[src/rtl/ddo_pkg.sv]
package ddo_pkg;

   // field and datapath widths
   localparam int COUNT_WIDTH  = 16;
   localparam int COORD_WIDTH  = 32;
   localparam int ANGLE_WIDTH  = 32;
   localparam int CORDIC_STEPS = 24;
   localparam int CORDIC_ITERS = (CORDIC_STEPS < 32) ? CORDIC_STEPS : 32;

   localparam int DPC_W       = 24;
   localparam int AXLE_W      = 20;
   localparam int FUNC_W      = 2;
   localparam int CSR_INDEX_W = 2;
   localparam int CSR_DATA_W  = 24;
   localparam int REQ_DATA_W  = 128;
   localparam int RSP_DATA_W  = 104;

   localparam int MUL_W  = 64;
   localparam int PROD_W = 128;
   localparam int MAG_W  = 42;
   localparam int CORD_W = 34;
   localparam int CMAG_W = 63;
   localparam int SUM_W  = 64;
   localparam int BSQ_W  = 2 * AXLE_W;
   localparam int WQ_SHIFT = 72 - ANGLE_WIDTH;

   // request kinds
   localparam logic [FUNC_W-1:0] FUNC_UPDATE = 2'd0;
   localparam logic [FUNC_W-1:0] FUNC_SET    = 2'd1;
   localparam logic [FUNC_W-1:0] FUNC_SHIFT  = 2'd2;

   // register indexes
   localparam logic [CSR_INDEX_W-1:0] CSR_DIST_PER_COUNT = 2'd0;
   localparam logic [CSR_INDEX_W-1:0] CSR_AXLE_WIDTH     = 2'd1;
   localparam logic [CSR_INDEX_W-1:0] CSR_INVERT_LEFT    = 2'd2;

   localparam logic [DPC_W-1:0]  DPC_RESET  = 24'd65536;
   localparam logic [AXLE_W-1:0] AXLE_RESET = 20'd36045;

   // 2^64 / (2 pi)
   localparam logic [MUL_W-1:0] INV_TWO_PI_Q64 = 64'd2935890503282001226;
   localparam logic signed [CORD_W-1:0] CORDIC_START = 34'sd652032875;
   localparam logic signed [CORD_W-1:0] QUARTER_TURN = 34'sd1073741824;
   localparam logic signed [CORD_W-1:0] HALF_TURN    = 34'sd2147483648;
   localparam logic [CMAG_W-1:0] CHORD_LIMIT = 63'd1 << 62;

   localparam logic signed [SUM_W-1:0] COORD_MAX =
      {{(SUM_W-COORD_WIDTH+1){1'b0}}, {(COORD_WIDTH-1){1'b1}}};
   localparam logic signed [SUM_W-1:0] COORD_MIN = ~COORD_MAX;

   localparam logic [31:0] ATAN_TAB [32] = '{
      32'd536870912, 32'd316933406, 32'd167458907, 32'd85004756, 32'd42667331,
      32'd21354465, 32'd10679838, 32'd5340245, 32'd2670163, 32'd1335087,
      32'd667544, 32'd333772, 32'd166886, 32'd83443, 32'd41722, 32'd20861,
      32'd10430, 32'd5215, 32'd2608, 32'd1304, 32'd652, 32'd326, 32'd163,
      32'd81, 32'd41, 32'd20, 32'd10, 32'd5, 32'd3, 32'd1, 32'd1, 32'd0
   };

   typedef enum logic [3:0] {
      ST_IDLE, ST_PROD, ST_MUL_K, ST_DIV_T, ST_MUL_AD2, ST_MUL_CS, ST_DIV_C,
      ST_COR_H, ST_MUL_BS, ST_DIV_Q, ST_COR_T, ST_PROJ_X, ST_PROJ_Y, ST_FINISH
   } state_type;

   typedef struct packed {
      logic signed [COORD_WIDTH-1:0] value;
      logic                          sat;
   } sat_type;

   function automatic sat_type sat_coord(input logic signed [SUM_W-1:0] v);
      sat_type r;
      if (v > COORD_MAX) begin
         r.value = COORD_MAX[COORD_WIDTH-1:0];
         r.sat   = 1'b1;
      end else if (v < COORD_MIN) begin
         r.value = COORD_MIN[COORD_WIDTH-1:0];
         r.sat   = 1'b1;
      end else begin
         r.value = v[COORD_WIDTH-1:0];
         r.sat   = 1'b0;
      end
      return r;
   endfunction

endpackage

[src/rtl/ddo_mul.sv]
// bit-serial shift-add multiplier, one multiplier bit per cycle
module ddo_mul (
   input  logic                        clock,
   input  logic                        reset,
   input  logic                        start,
   input  logic [ddo_pkg::MUL_W-1:0]   op_a,
   input  logic [ddo_pkg::MUL_W-1:0]   op_b,
   output logic [ddo_pkg::PROD_W-1:0]  product,
   output logic                        done
);
   import ddo_pkg::*;

   localparam int CNT_W = $clog2(MUL_W);

   logic [MUL_W-1:0]  a_ff, b_ff, b_in;
   logic [PROD_W-1:0] acc_ff, acc_in;
   logic [CNT_W-1:0]  cnt_ff, cnt_in;
   logic              busy_ff, busy_in, done_ff, done_in;
   logic [MUL_W:0]    part;

   always_comb begin
      part    = {1'b0, acc_ff[PROD_W-1:MUL_W]} + (b_ff[0] ? {1'b0, a_ff} : '0);
      acc_in  = acc_ff;
      b_in    = b_ff;
      cnt_in  = cnt_ff;
      busy_in = busy_ff;
      done_in = 1'b0;
      if (start) begin
         acc_in  = '0;
         b_in    = op_b;
         cnt_in  = '0;
         busy_in = 1'b1;
      end else if (busy_ff) begin
         acc_in = {part, acc_ff[MUL_W-1:1]};
         b_in   = b_ff >> 1;
         cnt_in = cnt_ff + 1'b1;
         if (cnt_ff == CNT_W'(MUL_W - 1)) begin
            busy_in = 1'b0;
            done_in = 1'b1;
         end
      end
   end

   always_ff @(posedge clock) begin
      if (reset) begin
         busy_ff <= 1'b0;
         done_ff <= 1'b0;
         cnt_ff  <= '0;
      end else begin
         busy_ff <= busy_in;
         done_ff <= done_in;
         cnt_ff  <= cnt_in;
      end
      if (start) a_ff <= op_a;
      acc_ff <= acc_in;
      b_ff   <= b_in;
   end

   assign product = acc_ff;
   assign done    = done_ff;

endmodule

[config.mk]
export PLATFORM = sky130hd
export DESIGN_NAME = ddo_mul
export DESIGN_NICKNAME = d
export VERILOG_FILES = /design/src/rtl/ddo_pkg.sv /design/src/rtl/ddo_mul.sv
export SDC_FILE = /design/constraint.sdc
export NUM_CORES = 1
export LEC_CHECK = 0
export BUFFER_PORTS_ARGS = -buffer_cell sky130_fd_sc_hd__buf_2
export CAP_MARGIN = 20
export CORE_UTILIZATION = 40
export CTS_CLUSTER_DIAMETER = 100
export CTS_CLUSTER_SIZE = 40
export DETAILED_ROUTE_END_ITERATION = 8
export GPL_ROUTABILITY_DRIVEN = 0
export PLACE_DENSITY = 0.6
export SYNTH_ARGS = -nofsm -noshare
export SYNTH_HDL_FRONTEND = slang
export SYNTH_SLANG_ARGS = --single-unit
[constraint.sdc]
create_clock -name clock -period 3.95 [get_ports clock]
set_input_delay 0.5925 -clock clock [delete_from_list [all_inputs] [get_ports clock]]
set_output_delay 0.5925 -clock clock [all_outputs]
set_load 0.03 [all_outputs]
==> flow_summary.ini <==
[place]
dpl_cell_area_sq_um = 15400
port_buffers = 259
dpl.hpwl_um = 25000
dp_slack_ps = 310

[cells_and_area]
layout.nets = 1743
finalInstanceArea_sq_um = 15900
layout-drive-gt1-share_pct = 24.8
post-route-util_pct = 47.3
syn_to_final_growth_pct = 15.9
fillers = 3222

[floorplan]
ioPinCount = 260
die_area_sq_um = 35000
floorplan.initialDensity_pct = 40.8
fp.coreArea_sq_um = 33600
die_y_um = 187
num_rows = 67
die_w_um = 187

[detailed_routing]
antenna_left = 0
wl_per_cell_um = 17.0
drt-total-wl_um = 34100
drt_first_pass_iters = 5
initialDrtViolationCount = 588
viasPerCell = 5.23
drc = 0
num_vias = 10500

[sta]
clock-skew-final_ps = 56.7
fin_setup_tns_ps = 0
fmax_ghz = 0.270
hold_viol = 0
tightest_slew_ps = 931
slew_headroom_pct = 38.0
final-max-slew-violation-count = 0
finalSetupViolCount = 0
finalWorstSetupSlack_ps = 240
grt_setup_unrepaired = true
period_share_pct = 93.9
period_needed_ps = 3710

[global_route]
first_global_vias = 10500
grt_overflow = 0
grt_max_degree = 78
grt_pass1_wl_um = 55000
grt_usage_pct = 19.2
antenna_found_initial = 8

[synth]
ys_seq_area_share_pct = 47.9
synth.largest_area_cell = edfxtp_1
async_reset_ff_share_pct = 0
yosys.cell_count.top_type = nor2_1
yosys-top-cells-area = edfxtp_1 (28%), dfxtp_1 (20%), mux2i_1 (6.8%)
avgSynthCellArea_sq_um = 10.4
synthTopCellsByCount = nor2_1 (149), dfxtp_1 (136), edfxtp_1 (128), mux2i_1 (93), a21oi_1 (92)
synth-main-ff-cell = dfxtp_1
synth_top_area_share_pct = 28.0
syn_area_sq_um = 13700
synth_nets = 1521
ys_seq_elements = 264
yosys_warnings = 0
netlist_instances = 1324
yosysUniqueCellTypes = 73
synth_edf_count = 128

[power]
power_leakage_nw = 6.92
p_total_mw = 6.20
powerDensity_nw_per_um2 = 390
ir_drop_uv = 285

[clock_tree]
cts_setup_buffers = 0
htreeDepth = 1
cts_root_buf = clkbuf_16
cts_tree = yes
ctsResizeCount = 0
clock_sinks = 264
clk_latency_ps = 530
clk_pin_slew_ps = 130
cts.hold.buffers_added = 0
cts.path.max_buffers = 3
cts_made_buffers = 14

[worst_hold_path]
hold_class = primary input to flip-flop
hp-start = reset

[setup_path]
start_kind = flip-flop
startpoint = b_ff[0]
cp.arrival_ps = 4060
cp_max_fo = 24
reg2reg_from = b_ff[0]
worstPathRequired_ps = 4300
path_class = flip-flop to flip-flop
setup.worst_path.end_class = flip-flop

[status]
status = completed

[flow_run]
maxCapViolCount = 0
[sequential cells by signal (all words and copies together) (netlist names)]
name	flops
busy_ff	1
cnt_ff	6
done	1
product	128
a_ff	64
b_ff	64
[power breakdown]
group	total, mW	internal (mW)	switching, mW
clock network	1.83	0.842	0.986
registers	3.17	3.07	0.101
logic	1.20	0.475	0.721
[final timing paths]
check,to,slack (ps),cells after the start
worst min register to register,product[112],470,2
worst min-delay path,busy_ff,200,2
worst max register to register,product[113],240,13
worst max-delay path,product[113],240,13
[layout make-up]
cell class / instances / area [sq um] / share of cell area [%]
inverters: 23 / 86.3 / 0.543
repair buffers: 274 / 1420 / 8.92
clock inverters: 7 / 104 / 0.654
multi-input cells: 969 / 6740 / 42.4
flip-flops and latches: 264 / 6570 / 41.3
diodes: 4 / 10.0 / 0.0630
clock buffers: 17 / 404 / 2.54
well taps: 448 / 561 / 3.53
[placed cells by master (no fill, tap or decap), types with 7 or more instances in the layout]
cell type    n
buf_2      258
nor2_1     149
dfxtp_1    135
edfxtp_1   128
mux2i_1     93
a21oi_1     92
nand2_1     90
and2_1      67
ha_1        65
mux2_2      63
o21ai_0     56
a21o_1      32
xnor2_1     31
nand4_1     23
o21bai_1    23
inv_1       22
nor3_1      20
xor2_1      20
clkbuf_16   16
buf_4       15
nand3_1     14
a31oi_1     11
a211oi_1    10
or3_1        9
o211ai_1     9
o21ai_1      8
o21a_1       7
a21boi_0     7
nand3b_1     7
[per-stage QoR]
stage / instances / hold slack, ps
2_1_floorplan: 1324 / 454
3_3_place_gp: 1978 / 455
3_5_place_dp: 1978 / 466
4_1_cts: 2002 / 175
5_1_grt: 2004 / 166
6_report: 2006 / 204
[critical path, cell delays in order (launching register included)]
cell      delay, ps
edfxtp_1        400
buf_4           220
and2_1          180
ha_1            220
fa_1            410
a21o_1          220
a221o_1         390
a311oi_2        420
nor4_2          140
nor2_2          210
a31oi_1         230
a31oi_1         250
xor2_1          160
o21ai_1          70
[per-layer routing]
layer  part of all wire (%)  routed length [um]  vias to the layer above  GRT usage (%)
met5                   0.14                  49                        -              0
met3                    7.9                2710                       56           6.14
met2                     44               15100                      285           31.1
met1                     45               15300                     4920           24.7
li1                       -                   -                     5223              -
met4                    2.6                 881                        8           5.20
[kinds of logic after synthesis]
logic type | synth area share [%]
fa+ha+maj | 6.08
simple gates | 14.0
xor+xnor | 3.26
mux | 12.0
compound gates | 13.8
flops | 47.9
buf+inv | 2.93
Note: power is estimated with default switching activity, not from simulation.
